### src/sv/fscnt_pkg.sv
`timescale 1ns / 1ps

package fscnt_pkg;

  localparam int TABLE_POINTS = 10;
  localparam int ROM_POINTS   = 10;
  localparam int USED_POINTS  = (TABLE_POINTS > ROM_POINTS) ? ROM_POINTS :
                                (TABLE_POINTS < 2) ? 2 : TABLE_POINTS;
  localparam int SEG_W        = $clog2(USED_POINTS + 1);
  localparam int ROM_IDX_W    = $clog2(ROM_POINTS);

  localparam int FLOW_W      = 16;
  localparam int STEP_W      = 16;
  localparam int DX_W        = 12;
  localparam int DY_W        = 15;
  localparam int RECIP_W     = 29;
  localparam int RECIP_SHIFT = 31;
  localparam int PROD_W      = 31;
  localparam int QUO_W       = RECIP_W;
  localparam int SUM_W       = QUO_W + 1;

  localparam logic [FLOW_W-1:0] DEFAULT_FLOW = 16'd100;
  localparam logic [STEP_W-1:0] STEP_MAX     = 16'hFFFF;

  typedef logic [FLOW_W-1:0]  flow_arr_t  [ROM_POINTS];
  typedef logic [STEP_W-1:0]  step_arr_t  [ROM_POINTS];
  typedef logic [RECIP_W-1:0] recip_arr_t [ROM_POINTS];

  localparam flow_arr_t FLOW_PT = '{
    16'd5, 16'd10, 16'd25, 16'd50, 16'd100,
    16'd250, 16'd500, 16'd1000, 16'd2500, 16'd5000
  };

  localparam step_arr_t STEP_PT = '{
    16'd59, 16'd117, 16'd283, 16'd585, 16'd1170,
    16'd2925, 16'd5850, 16'd11701, 16'd29252, 16'd58504
  };

  // floor(2^31 / width) of the segment ending at each point; the first
  // segment starts at the origin
  localparam recip_arr_t SEG_RECIP = '{
    29'd429496729, 29'd429496729, 29'd143165576, 29'd85899345, 29'd42949672,
    29'd14316557, 29'd8589934, 29'd4294967, 29'd1431655, 29'd858993
  };

  typedef struct packed {
    logic [FLOW_W-1:0]  d;
    logic [DY_W-1:0]    dy;
    logic [DX_W-1:0]    dx;
    logic [RECIP_W-1:0] recip;
    logic [STEP_W-1:0]  base;
  } seg_t;

  typedef struct packed {
    logic [QUO_W-1:0]  q;
    logic [STEP_W-1:0] base;
  } quo_t;

  // s = number of used points lying below the flow
  function automatic seg_t seg_lookup(input logic [SEG_W-1:0] s,
                                      input logic [FLOW_W-1:0] f);
    seg_t                 res;
    logic                 extrap;
    logic [ROM_IDX_W-1:0] hi;
    logic [ROM_IDX_W-1:0] lo;
    logic [ROM_IDX_W-1:0] anchor;
    logic [FLOW_W-1:0]    dxw;
    logic [STEP_W-1:0]    dyw;
    extrap = (s >= SEG_W'(USED_POINTS));
    hi     = extrap ? ROM_IDX_W'(USED_POINTS - 1) : ROM_IDX_W'(s);
    lo     = hi - ROM_IDX_W'(1);
    anchor = extrap ? hi : lo;
    res.recip = SEG_RECIP[hi];
    if (hi == '0) begin
      res.d    = f;
      res.dx   = FLOW_PT[0][DX_W-1:0];
      res.dy   = STEP_PT[0][DY_W-1:0];
      res.base = '0;
    end else begin
      dxw      = FLOW_PT[hi] - FLOW_PT[lo];
      dyw      = STEP_PT[hi] - STEP_PT[lo];
      res.d    = f - FLOW_PT[anchor];
      res.dx   = dxw[DX_W-1:0];
      res.dy   = dyw[DY_W-1:0];
      res.base = STEP_PT[anchor];
    end
    return res;
  endfunction

endpackage

### src/sv/fscnt_if.sv
`timescale 1ns / 1ps

interface fscnt_in_if;
  logic                         valid;
  logic                         ready;
  logic [fscnt_pkg::FLOW_W-1:0] flow;

  modport source (output valid, output flow, input ready);
  modport sink   (input valid, input flow, output ready);
endinterface

interface fscnt_out_if;
  logic                         valid;
  logic                         ready;
  logic [fscnt_pkg::STEP_W-1:0] step_count;
  logic                         saturated;

  modport source (output valid, output step_count, output saturated, input ready);
  modport sink   (input valid, input step_count, input saturated, output ready);
endinterface

### src/sv/fscnt_seg.sv
`timescale 1ns / 1ps

module fscnt_seg (
  input  logic                         clk,
  input  logic                         rst_n,
  input  logic                         in_valid,
  output logic                         in_ready,
  input  logic [fscnt_pkg::FLOW_W-1:0] in_flow,
  output logic                         out_valid,
  input  logic                         out_ready,
  output fscnt_pkg::seg_t              out_seg
);
  import fscnt_pkg::*;

  logic              valid_r;
  seg_t              seg_r;
  logic [FLOW_W-1:0] f;
  logic [SEG_W-1:0]  cnt;

  assign f = (in_flow == '0) ? DEFAULT_FLOW : in_flow;

  // table is ascending, so the count of points below f is the segment index
  always_comb begin
    cnt = '0;
    for (int k = 0; k < USED_POINTS; k++) begin
      cnt = cnt + SEG_W'(f > FLOW_PT[k]);
    end
  end

  assign in_ready  = !valid_r || out_ready;
  assign out_valid = valid_r;
  assign out_seg   = seg_r;

  always_ff @(posedge clk) begin
    if (!rst_n) begin
      valid_r <= 1'b0;
    end else if (in_ready) begin
      valid_r <= in_valid;
    end
  end

  always_ff @(posedge clk) begin
    if (in_ready && in_valid) begin
      seg_r <= seg_lookup(cnt, f);
    end
  end

endmodule

### src/sv/fscnt_div.sv
`timescale 1ns / 1ps

// d*dy / dx via reciprocal multiply, back multiply and one correction step
module fscnt_div (
  input  logic            clk,
  input  logic            rst_n,
  input  logic            in_valid,
  output logic            in_ready,
  input  fscnt_pkg::seg_t in_seg,
  output logic            out_valid,
  input  logic            out_ready,
  output fscnt_pkg::quo_t out_quo
);
  import fscnt_pkg::*;

  // stage a: product
  logic               va_r;
  logic [PROD_W-1:0]  pa_r;
  logic [DX_W-1:0]    dxa_r;
  logic [RECIP_W-1:0] recipa_r;
  logic [STEP_W-1:0]  basea_r;
  // stage b: estimated quotient
  logic               vb_r;
  logic [PROD_W-1:0]  pb_r;
  logic [DX_W-1:0]    dxb_r;
  logic [QUO_W-1:0]   qb_r;
  logic [STEP_W-1:0]  baseb_r;
  // stage c: back product
  logic               vc_r;
  logic [PROD_W-1:0]  pc_r;
  logic [PROD_W-1:0]  qdc_r;
  logic [DX_W-1:0]    dxc_r;
  logic [QUO_W-1:0]   qc_r;
  logic [STEP_W-1:0]  basec_r;
  // stage d: corrected quotient
  logic               vd_r;
  quo_t               quo_r;

  logic rdy_a, rdy_b, rdy_c, rdy_d;

  logic [PROD_W+RECIP_W-1:0] full;
  logic [PROD_W+DX_W-1:0]    back;
  logic [PROD_W-1:0]         rem;
  logic                      corr;

  assign rdy_d = !vd_r || out_ready;
  assign rdy_c = !vc_r || rdy_d;
  assign rdy_b = !vb_r || rdy_c;
  assign rdy_a = !va_r || rdy_b;

  assign in_ready  = rdy_a;
  assign out_valid = vd_r;
  assign out_quo   = quo_r;

  // estimate is q or q-1 since the reciprocal error times p stays below 2^31
  assign full = (PROD_W + RECIP_W)'(pa_r) * (PROD_W + RECIP_W)'(recipa_r);
  assign back = (PROD_W + DX_W)'(qb_r) * (PROD_W + DX_W)'(dxb_r);
  assign rem  = pc_r - qdc_r;
  assign corr = (rem >= PROD_W'(dxc_r));

  always_ff @(posedge clk) begin
    if (!rst_n) begin
      va_r <= 1'b0;
      vb_r <= 1'b0;
      vc_r <= 1'b0;
      vd_r <= 1'b0;
    end else begin
      if (rdy_a) va_r <= in_valid;
      if (rdy_b) vb_r <= va_r;
      if (rdy_c) vc_r <= vb_r;
      if (rdy_d) vd_r <= vc_r;
    end
  end

  always_ff @(posedge clk) begin
    if (rdy_a && in_valid) begin
      pa_r     <= PROD_W'(in_seg.d) * PROD_W'(in_seg.dy);
      dxa_r    <= in_seg.dx;
      recipa_r <= in_seg.recip;
      basea_r  <= in_seg.base;
    end
    if (rdy_b && va_r) begin
      pb_r    <= pa_r;
      dxb_r   <= dxa_r;
      qb_r    <= full[RECIP_SHIFT +: QUO_W];
      baseb_r <= basea_r;
    end
    if (rdy_c && vb_r) begin
      pc_r    <= pb_r;
      qdc_r   <= back[PROD_W-1:0];
      dxc_r   <= dxb_r;
      qc_r    <= qb_r;
      basec_r <= baseb_r;
    end
    if (rdy_d && vc_r) begin
      quo_r.q    <= qc_r + QUO_W'(corr);
      quo_r.base <= basec_r;
    end
  end

endmodule

### src/sv/fscnt_out.sv
`timescale 1ns / 1ps

module fscnt_out (
  input  logic                         clk,
  input  logic                         rst_n,
  input  logic                         in_valid,
  output logic                         in_ready,
  input  fscnt_pkg::quo_t              in_quo,
  output logic                         out_valid,
  input  logic                         out_ready,
  output logic [fscnt_pkg::STEP_W-1:0] out_step_count,
  output logic                         out_saturated
);
  import fscnt_pkg::*;

  logic              valid_r;
  logic [STEP_W-1:0] step_r;
  logic              sat_r;

  logic [SUM_W-1:0]  sum;
  logic              over;
  logic [STEP_W-1:0] val;

  assign sum  = SUM_W'(in_quo.q) + SUM_W'(in_quo.base);
  assign over = (sum > SUM_W'(STEP_MAX));

  always_comb begin
    if (over) begin
      val = STEP_MAX;
    end else if (sum == '0) begin
      val = STEP_W'(1);
    end else begin
      val = sum[STEP_W-1:0];
    end
  end

  assign in_ready       = !valid_r || out_ready;
  assign out_valid      = valid_r;
  assign out_step_count = step_r;
  assign out_saturated  = sat_r;

  always_ff @(posedge clk) begin
    if (!rst_n) begin
      valid_r <= 1'b0;
    end else if (in_ready) begin
      valid_r <= in_valid;
    end
  end

  always_ff @(posedge clk) begin
    if (in_ready && in_valid) begin
      step_r <= val;
      sat_r  <= over;
    end
  end

endmodule

### src/sv/flow_to_step_count_interpolator.sv
`timescale 1ns / 1ps

// Converts a requested flow into a motor step count by piecewise linear
// interpolation over a fixed ten-point calibration table (the 50 ml table);
// a flow of zero means 100, flows below the first point scale from the
// origin, flows past the last point extrapolate along the last segment,
// and every division floors exactly. The result is at least 1 and
// saturates at 65535 with saturated set. One request per clock is taken
// while the output is not stalled, and each result passes through six
// register stages: the segment lookup, the product, the reciprocal
// multiply, the back multiply, the remainder correction, and the final
// add and clamp. Each stage holds its item when the next one is full, so
// a stalled output only blocks as far back as the pipeline is full.
module flow_to_step_count_interpolator (
  input  logic       clk,
  input  logic       rst_n,
  fscnt_in_if.sink   in_ch,
  fscnt_out_if.source out_ch
);
  import fscnt_pkg::*;

  logic seg_valid, seg_ready;
  seg_t seg;
  logic quo_valid, quo_ready;
  quo_t quo;

  fscnt_seg u_seg (
    .clk       (clk),
    .rst_n     (rst_n),
    .in_valid  (in_ch.valid),
    .in_ready  (in_ch.ready),
    .in_flow   (in_ch.flow),
    .out_valid (seg_valid),
    .out_ready (seg_ready),
    .out_seg   (seg)
  );

  fscnt_div u_div (
    .clk       (clk),
    .rst_n     (rst_n),
    .in_valid  (seg_valid),
    .in_ready  (seg_ready),
    .in_seg    (seg),
    .out_valid (quo_valid),
    .out_ready (quo_ready),
    .out_quo   (quo)
  );

  fscnt_out u_out (
    .clk            (clk),
    .rst_n          (rst_n),
    .in_valid       (quo_valid),
    .in_ready       (quo_ready),
    .in_quo         (quo),
    .out_valid      (out_ch.valid),
    .out_ready      (out_ch.ready),
    .out_step_count (out_ch.step_count),
    .out_saturated  (out_ch.saturated)
  );

`ifndef SYNTH
  a_step_nonzero: assert property (@(posedge clk) disable iff (!rst_n)
    out_ch.valid |-> out_ch.step_count != '0)
    else $error("step count of zero presented");

  a_sat_max: assert property (@(posedge clk) disable iff (!rst_n)
    out_ch.valid && out_ch.saturated |-> out_ch.step_count == STEP_MAX)
    else $error("saturated without maximum step count");

  a_seg_loaded: assert property (@(posedge clk) disable iff (!rst_n)
    in_ch.valid && in_ch.ready |=> seg_valid)
    else $error("accepted request missing from first stage");
`endif

endmodule
### src/flat_wrapper.sv
// flat-port wrapper written by rule: the top's interface ports become plain ports
module flow_to_step_count_interpolator_flat import fscnt_pkg::*;
  (clk, rst_n, in_ch_valid, in_ch_flow, in_ch_ready, out_ch_valid, out_ch_step_count, out_ch_saturated, out_ch_ready);
  fscnt_in_if in_ch_i ();
  fscnt_out_if out_ch_i ();
  input  logic clk;
  input  logic rst_n;
  input wire logic [$bits(in_ch_i.valid)-1:0] in_ch_valid;
  input wire logic [$bits(in_ch_i.flow)-1:0] in_ch_flow;
  output wire logic [$bits(in_ch_i.ready)-1:0] in_ch_ready;
  output wire logic [$bits(out_ch_i.valid)-1:0] out_ch_valid;
  output wire logic [$bits(out_ch_i.step_count)-1:0] out_ch_step_count;
  output wire logic [$bits(out_ch_i.saturated)-1:0] out_ch_saturated;
  input wire logic [$bits(out_ch_i.ready)-1:0] out_ch_ready;
  assign in_ch_i.valid = in_ch_valid;
  assign in_ch_i.flow = in_ch_flow;
  assign in_ch_ready = in_ch_i.ready;
  assign out_ch_valid = out_ch_i.valid;
  assign out_ch_step_count = out_ch_i.step_count;
  assign out_ch_saturated = out_ch_i.saturated;
  assign out_ch_i.ready = out_ch_ready;
  flow_to_step_count_interpolator u_core (.clk(clk), .rst_n(rst_n), .in_ch(in_ch_i), .out_ch(out_ch_i));
endmodule
### config.mk
export PLATFORM = sky130hd
export DESIGN_NAME = flow_to_step_count_interpolator_flat
export DESIGN_NICKNAME = d
export VERILOG_FILES = /design/src/sv/fscnt_pkg.sv /design/src/sv/fscnt_if.sv /design/src/sv/fscnt_seg.sv /design/src/sv/fscnt_div.sv /design/src/sv/fscnt_out.sv /design/src/sv/flow_to_step_count_interpolator.sv /design/src/flat_wrapper.sv
export SDC_FILE = /design/constraint.sdc
export NUM_CORES = 2
export LEC_CHECK = 0
export BUFFER_PORTS_ARGS = -buffer_cell sky130_fd_sc_hd__buf_2
export CAP_MARGIN = 15
export CORE_MARGIN = 2
export CORE_UTILIZATION = 39
export CTS_BUF_LIST = sky130_fd_sc_hd__clkbuf_4 sky130_fd_sc_hd__clkbuf_8
export DETAILED_ROUTE_END_ITERATION = 8
export PLACE_DENSITY = 0.57
export SLEW_MARGIN = 20
export SYNTH_ARGS = -nofsm -noshare
export SYNTH_HDL_FRONTEND = slang
export SYNTH_SLANG_ARGS = --single-unit
export TNS_END_PERCENT = 5
### constraint.sdc
create_clock -name clk -period 28 [get_ports clk]
set_input_delay 5.6 -clock clk [delete_from_list [all_inputs] [get_ports clk]]
set_output_delay 5.6 -clock clk [all_outputs]
set_load 0.02 [all_outputs]
# Word-level counts from Yosys, hierarchy flattened
# Memories as Yosys holds them, arrays and structs flattened. A register that Yosys moved wholly into a read port is not among the register bits.
# Index checks and enable logic that the tools add are counted.
# Widths: inputs -> output; s select.
[word_totals]
ff_bits = 406
output_inout_bits = 19
inputBits = 20
mem_bits_ro = 2000
mem_count = 7
word_cells = 109
[classes]
n_reduce_logical = 22
order_cmp = 16
n_mux = 15
multipliers = 3
addsub = 16
n_bitwise = 3
[mem_list]
columns = ["memory", "depth", "width", "read_ports", "rd_clocked_by_memory_dff", "write_ports", "line", "source"]
rows = [
  ["(name not given)", 16, 29, 1, 1, 0, "fscnt_pkg.sv:73", "res.recip = SEG_RECIP[hi];"],
  ["(name not given)", 16, 16, 1, 0, 0, "fscnt_pkg.sv:80", "dxw = FLOW_PT[hi] - FLOW_PT[lo];"],
  ["(name not given)", 16, 16, 1, 0, 0, "fscnt_pkg.sv:81", "dyw = STEP_PT[hi] - STEP_PT[lo];"],
  ["(name not given)", 16, 16, 1, 0, 0, "fscnt_pkg.sv:81", ""],
  ["(name not given)", 16, 16, 1, 0, 0, "fscnt_pkg.sv:80", ""],
  ["(name not given)", 16, 16, 1, 0, 0, "fscnt_pkg.sv:82", "res.d = f - FLOW_PT[anchor];"],
  ["+1 memories", "--", "--", "--", "--", "--", "--", ""],
]
[ops]
columns = ["cell", "count"]
rows = [
  ["$mux 16", 4],
  ["$mul 31x29->60", 1],
  ["$mux 15", 4],
  ["$mux 12", 4],
  ["$mux 43", 1],
  ["$ge 31x12->1", 1],
  ["$mul 16x15->31", 1],
  ["$mul 29x12->31", 1],
  ["$sub 31x31->31", 1],
  ["$add 29x16->30", 1],
  ["$gt 30x16->1 const B", 1],
  ["$logic_not 30->1", 1],
  ["$add 29x1->29", 1],
  ["$add 4x1->4", 6],
  ["$gt 16x10->1 const B", 1],
  ["$gt 16x12->1 const B", 1],
  ["$gt 16x13->1 const B", 1],
  ["$gt 16x3->1 const B", 1],
  ["$gt 16x4->1 const B", 1],
  ["$gt 16x5->1 const B", 1],
  ["$gt 16x6->1 const B", 1],
  ["$gt 16x7->1 const B", 1],
  ["$gt 16x8->1 const B", 1],
  ["$gt 16x9->1 const B", 1],
  ["17 further kinds", 37],
]

# Longest topological paths before layout
[logic_depth]
word_depth = 22
ltp_mapped = 46
ltp_nobuf = 43

# Hierarchy
# Synthesis repeated with hierarchy kept, for this count alone.
[hier_totals]
cells_unflattened = 6579
area_unflattened_um2 = 65217.5
[by_module_without_submodules]
columns = ["mod", "seq_area_each_um2", "area_each_um2", "n_inst", "cells_per_inst"]
rows = [
  ["fscnt_div", 10289.9, 57182.3, 1, 5700],
  ["fscnt_seg", 2542.4, 6209.7, 1, 672],
  ["fscnt_out", 530.5, 1825.5, 1, 207],
]

# Worst setup path after synthesis
# OpenSTA, ideal clock, no wires.
[synth_path]
path_type = "input to register"
start = "in in_ch_flow[13]"
end = "reg u_core.u_seg.seg_r (netlist bit u_core.u_seg.out_seg[86]) (data pin)"
cell_stages = 46
n_path_buf = 4
setup_time_ns = 0.271
arrival_ns = 14.234
t_required_ns = 27.729
slack_ns = 13.495
path_cell_list = "or3_1 > nor2_1 > nand2_1 > or3_1 > nand2b_1 > nand2b_1 > nor3_1 > nor2_1 > a21oi_1 > o31a_1 > nor3_1 > fa_1 > inv_1 > fa_1 > inv_1 > fa_1 > inv_1 > ha_1 > [10 not listed] > clkbuf_1 > clkbuf_1 > nand2_1 > nor2_1 > ha_1 > inv_1 > fa_1 > a21o_1 > a21oi_1 > o21ai_1 > a21oi_1 > o21bai_1 > a21oi_1 > nor2_1 > o21ai_1 > a21oi_1 > nor4_1 > xor2_1"
[synth_via]
elab_chain_cells = 22
word_cells_on_any_way = 32
classes_between = "11 x add/sub; 11 x order compare; 6 x mux; 1 x bitwise; 2 x reduce/logical; 1 x memory"
[synth_rtl]
columns = ["item", "line", "source"]
rows = [
  ["start: declaration", "flat_wrapper.sv:9", "input wire logic [$bits(in_ch_i.flow)-1:0] in_ch_flow;"],
  ["$logic_not 16->1", "fscnt_seg.sv:20", "assign f = (in_flow == '0) ? DEFAULT_FLOW : in_flow;"],
  ["$mux 16 *", "fscnt_seg.sv:20", ""],
  ["$gt 16x3->1 or $gt 16x4->1 (tied branches)", "fscnt_seg.sv:26", "cnt = cnt + SEG_W'(f > FLOW_PT[k]);"],
  ["$add 1x1->2", "fscnt_seg.sv:26", ""],
  ["$add 2x1->3", "fscnt_seg.sv:26", ""],
  ["$add 3x1->4", "fscnt_seg.sv:26", ""],
  ["$add 4x1->4 (6 in series)", "fscnt_seg.sv:26", ""],
  ["$ge 4x4->1", "fscnt_pkg.sv:69", "extrap = (s >= SEG_W'(USED_POINTS));"],
  ["$mux 4", "fscnt_pkg.sv:70", "hi = extrap ? ROM_IDX_W'(USED_POINTS - 1) : ROM_IDX_W'(s);"],
  ["$sub 4x1->4", "fscnt_pkg.sv:71", "lo = hi - ROM_IDX_W'(1);"],
  ["$mux 4", "fscnt_pkg.sv:72", "anchor = extrap ? hi : lo;"],
  ["$not 4->5 (not written as such)", "fscnt_pkg.sv:82", ""],
  ["$mem_v2 16x16", "--", ""],
  ["$mux 16 (not written as such) (2 in series)", "fscnt_pkg.sv:82", ""],
  ["$sub 16x16->16", "fscnt_pkg.sv:82", ""],
  ["$mux 43 *", "fscnt_pkg.sv:74", "if (hi == '0) begin"],
  ["end signal: assignment", "fscnt_seg.sv:44", "seg_r <= seg_lookup(cnt, f);"],
  ["end: declaration", "fscnt_seg.sv:16", "seg_t seg_r;"],
]
# Every way passes the cells marked *; elsewhere a longest branch is shown, timed or not. The select of a mux whose other input is x is not followed.
# A chain may end at the register's enable or synchronous reset.

# Worst setup path in the final report
# Ends and elaborated chain as after synthesis.

==> impl_metrics.prom <==
# TYPE chip_impl_metric gauge
chip_impl_metric{name="cts_max_path_buffers",unit=""} 3
chip_impl_metric{name="seqCellArea",unit="sq um"} 13200
chip_impl_metric{name="drt-pass1-iter-count",unit=""} 6
chip_impl_metric{name="flow.area_growth_from_synthesis",unit="%"} 6.76
chip_impl_metric{name="setup-tns-final",unit="ns"} 0
chip_impl_metric{name="setup_viol",unit=""} 0
chip_impl_metric{name="yosys_register_bits",unit=""} 440
chip_impl_metric{name="detail-route-antenna-nets",unit=""} 0
chip_impl_metric{name="vias_in_the_first_global_route",unit=""} 46600
chip_impl_metric{name="max_clock_freq",unit="MHz"} 63.7
chip_impl_metric{name="synth_fp_nets",unit=""} 8080
chip_impl_metric{name="cts-htree-levels",unit=""} 3
chip_impl_metric{name="cts_resized",unit=""} 0
chip_impl_info{name="cts_tree",value="built"} 1
chip_impl_metric{name="final.fill_count",unit=""} 15700
chip_impl_metric{name="drt-vias-per-instance",unit=""} 5.04
chip_impl_metric{name="grt_antenna_before_repair",unit=""} 6
chip_impl_metric{name="synthesis.area",unit="sq um"} 63400
chip_impl_metric{name="worstPathMaxFanout",unit=""} 32
chip_impl_metric{name="global_route_wire_length_before_repair",unit="mm"} 267
chip_impl_info{name="crit_path_start_kind",value="input pin"} 1
chip_impl_metric{name="groute.usage.overall",unit="%"} 20.6
chip_impl_metric{name="asyncSetResetFlopFracSynth",unit="%"} 0
chip_impl_info{name="critical_path.most_common_cell",value="sky130_fd_sc_hd__a21oi_1"} 1
chip_impl_metric{name="drv.max_cap_violation_count",unit=""} 0
chip_impl_metric{name="insertion_delay",unit="ns"} 0.75
chip_impl_metric{name="drive_gt1_share",unit="%"} 4.69
chip_impl_metric{name="ys_seq_area_share",unit="%"} 20.7
chip_impl_metric{name="min_period_over_period",unit="%"} 56.1
chip_impl_metric{name="via_count",unit=""} 43100
chip_impl_metric{name="grt_start_max_net_pins",unit=""} 69
chip_impl_metric{name="netlist_instances",unit=""} 6373
chip_impl_metric{name="cp_num_buf_inv",unit=""} 8
chip_impl_metric{name="cts.hold.buffers_added",unit=""} 0
chip_impl_info{name="worst_setup_path_end_kind",value="register"} 1
chip_impl_metric{name="final_number_of_hold_violating_endpoints",unit=""} 0
chip_impl_metric{name="cts_inserted_buffers",unit=""} 75
chip_impl_metric{name="synth_cell_types",unit=""} 85
chip_impl_metric{name="globalRouteOverflowTotal",unit=""} 0
chip_impl_metric{name="final_period_minus_worst_setup_slack",unit="ns"} 15.71
chip_impl_metric{name="post-cts-setup-buffer-count",unit=""} 0
chip_impl_metric{name="cts.reportedPaths.clkPinSlew",unit="ns"} 0.06
chip_impl_metric{name="drt_iter0_markers",unit=""} 2554
chip_impl_metric{name="rows",unit=""} 147
chip_impl_info{name="critical_path.top_delay_family",value="simple AND/OR/NAND/NOR gates"} 1
chip_impl_metric{name="slew_headroom",unit="%"} 31.8
chip_impl_metric{name="area_of_combinational_cells_with_multiple_inputs",unit="sq um"} 44300
chip_impl_metric{name="core_region_area",unit="sq um"} 161000
chip_impl_metric{name="synth-edff-count",unit=""} 434
chip_impl_metric{name="synth_warnings",unit=""} 0
chip_impl_metric{name="maxSlewViolCount",unit=""} 0
chip_impl_metric{name="dieArea",unit="sq um"} 166000
chip_impl_info{name="hold_path.class",value="register to register"} 1
chip_impl_info{name="ys_dominant_reg_cell",value="sky130_fd_sc_hd__edfxtp_1"} 1
chip_impl_metric{name="routedWlPerCell",unit="um"} 19.5
chip_impl_metric{name="syn_area_per_cell",unit="sq um"} 9.95
chip_impl_info{name="layout_commonest_cell",value="sky130_fd_sc_hd__inv_1"} 1
chip_impl_info{name="start_to_end_type_of_the_worst_setup_path",value="input pin to register"} 1
chip_impl_metric{name="die-width",unit="um"} 407
chip_impl_metric{name="drt-total-wl",unit="mm"} 167
chip_impl_metric{name="worst_slew_pin_slew",unit="ns"} 1.02
chip_impl_metric{name="clock-sinks",unit=""} 440
chip_impl_metric{name="total_number_of_nets_in_the_final_design",unit=""} 8024
chip_impl_metric{name="cp_slowest_stage_delay",unit="ns"} 0.83
chip_impl_metric{name="cp.required",unit="ns"} 28.43
chip_impl_info{name="run_status",value="finished, final reports clean"} 1
chip_impl_metric{name="port_buffers",unit=""} 38
chip_impl_metric{name="hpwlAfterDp",unit="mm"} 123
chip_impl_metric{name="place.gp.congestion",unit=""} 0.868
chip_impl_metric{name="clock_skew",unit="ns"} 0.0563
chip_impl_metric{name="die-height",unit="um"} 407
chip_impl_metric{name="drc",unit=""} 0
chip_impl_info{name="mostFrequentLayoutCells",value="sky130_fd_sc_hd__inv_1, sky130_fd_sc_hd__fa_1, sky130_fd_sc_hd__nand2_1, sky130_fd_sc_hd__and2_1, sky130_fd_sc_hd__ha_1"} 1
chip_impl_metric{name="num_io_pins",unit=""} 39
chip_impl_info{name="grt_setup_unrepaired",value="false"} 1
chip_impl_info{name="clock_tree.root_cell",value="sky130_fd_sc_hd__clkbuf_8"} 1
chip_impl_info{name="cp_slowest_cell",value="sky130_fd_sc_hd__fa_1"} 1
chip_impl_metric{name="arrival",unit="ns"} 16.14
chip_impl_metric{name="starting_density_of_the_core",unit="%"} 39.4
## per-layer routing
metal  wire length [um]  vias up  GRT usage, %
li1                   -    19500             -
met1              72700    22100          28.4
met2              79400     1263          34.2
met3              10200      237          2.89
met4               4240        0          5.25
met5                  0        -             0
## final cells by class
type	instances	share of cell area (%)
Multi-Input combinational cell	4336	65.4
Sequential cell	440	19.4
Inverter	1330	7.38
Tap cell	2160	3.99
Clock buffer	100	1.83
Timing Repair Buffer	134	1.35
Clock inverter	33	0.571
Antenna cell	2	0.00740
## cells in the mapped netlist, types with 8 or more instances
library cell	n	area (sq um)
sky130_fd_sc_hd__xnor2_1	126	1100
sky130_fd_sc_hd__ha_1	523	6540
sky130_fd_sc_hd__a211oi_1	22	165
sky130_fd_sc_hd__nor2_1	169	634
sky130_fd_sc_hd__clkbuf_1	259	972
sky130_fd_sc_hd__edfxtp_1	434	13000
sky130_fd_sc_hd__nand4_1	19	119
sky130_fd_sc_hd__o31ai_1	12	90.1
sky130_fd_sc_hd__a21o_1	58	435
sky130_fd_sc_hd__nand3_1	42	210
sky130_fd_sc_hd__o21ai_0	96	480
sky130_fd_sc_hd__fa_1	1164	23300
sky130_fd_sc_hd__nand2b_1	39	244
sky130_fd_sc_hd__nand2_1	950	3570
sky130_fd_sc_hd__inv_1	1327	4980
sky130_fd_sc_hd__o211ai_1	14	105
sky130_fd_sc_hd__and3_1	20	125
sky130_fd_sc_hd__mux2i_1	8	80.1
sky130_fd_sc_hd__nor4_1	10	62.6
sky130_fd_sc_hd__o21ai_1	13	65.1
sky130_fd_sc_hd__or3_1	14	87.6
sky130_fd_sc_hd__o21bai_1	23	173
sky130_fd_sc_hd__and2_1	546	3420
sky130_fd_sc_hd__xor2_1	56	490
sky130_fd_sc_hd__nor3_1	47	235
sky130_fd_sc_hd__a31oi_1	13	81.3
sky130_fd_sc_hd__and4_1	9	78.8
sky130_fd_sc_hd__o21a_1	28	210
sky130_fd_sc_hd__nor2b_1	34	213
sky130_fd_sc_hd__a21oi_1	151	756
## worst paths after layout
path	start	end	slack, ns	cells past startpoint
setup / recovery	in_ch_flow[13]	u_core.u_seg.out_seg[86]	12.29	43
hold / removal	u_core.u_seg.out_seg[54]	u_core.u_div.dxa_r[9]	0.39	0
setup reg to reg	u_core.u_div.recipa_r[5]	u_core.u_div.qb_r[12]	19.09	24
hold reg to reg	u_core.u_seg.out_seg[54]	u_core.u_div.dxa_r[9]	0.39	0
## flip-flops by register name, indices dropped and copies added (netlist names), 29 cells and up
register,count
u_core.u_div.pc_r,31
u_core.u_seg.out_seg,84
u_core.u_div.qdc_r,31
u_core.u_div.qc_r,29
u_core.u_div.pb_r,31
u_core.u_div.out_quo,44
u_core.u_div.pa_r,31
u_core.u_div.qb_r,29
## cell families (layout without fill, tap and decap cells)
family | count (synthesis) | after routing | share of synthesized area [%]
xor+xnor | 182 | 182 | 2.51
mux | 9 | 9 | 0.144
other cells | 0 | 2 | 0
flops | 440 | 440 | 20.7
simple gates | 1922 | 1922 | 14.5
compound gates | 536 | 536 | 5.57
buf+inv | 1597 | 1597 | 9.47
fa+ha+maj | 1687 | 1687 | 47.1
## per-stage QoR
step           cell area, sq um  worst slack (ns)  hold WS, ns  utilization (%)  instances
2_1_floorplan             63400             13.49        0.400                -       6373
3_3_place_gp              66000             11.61        0.401             41.0       8400
3_5_place_dp              66000             11.54        0.405             41.0       8400
4_1_cts                   67700             12.34        0.377             42.0       8533
5_1_grt                   67700             11.48        0.381             42.0       8534
6_report                  67700             12.29        0.386             42.1       8535
Power is not shown: default switching activity piles up to over one toggle a cycle in this logic, so the estimate is an artifact.
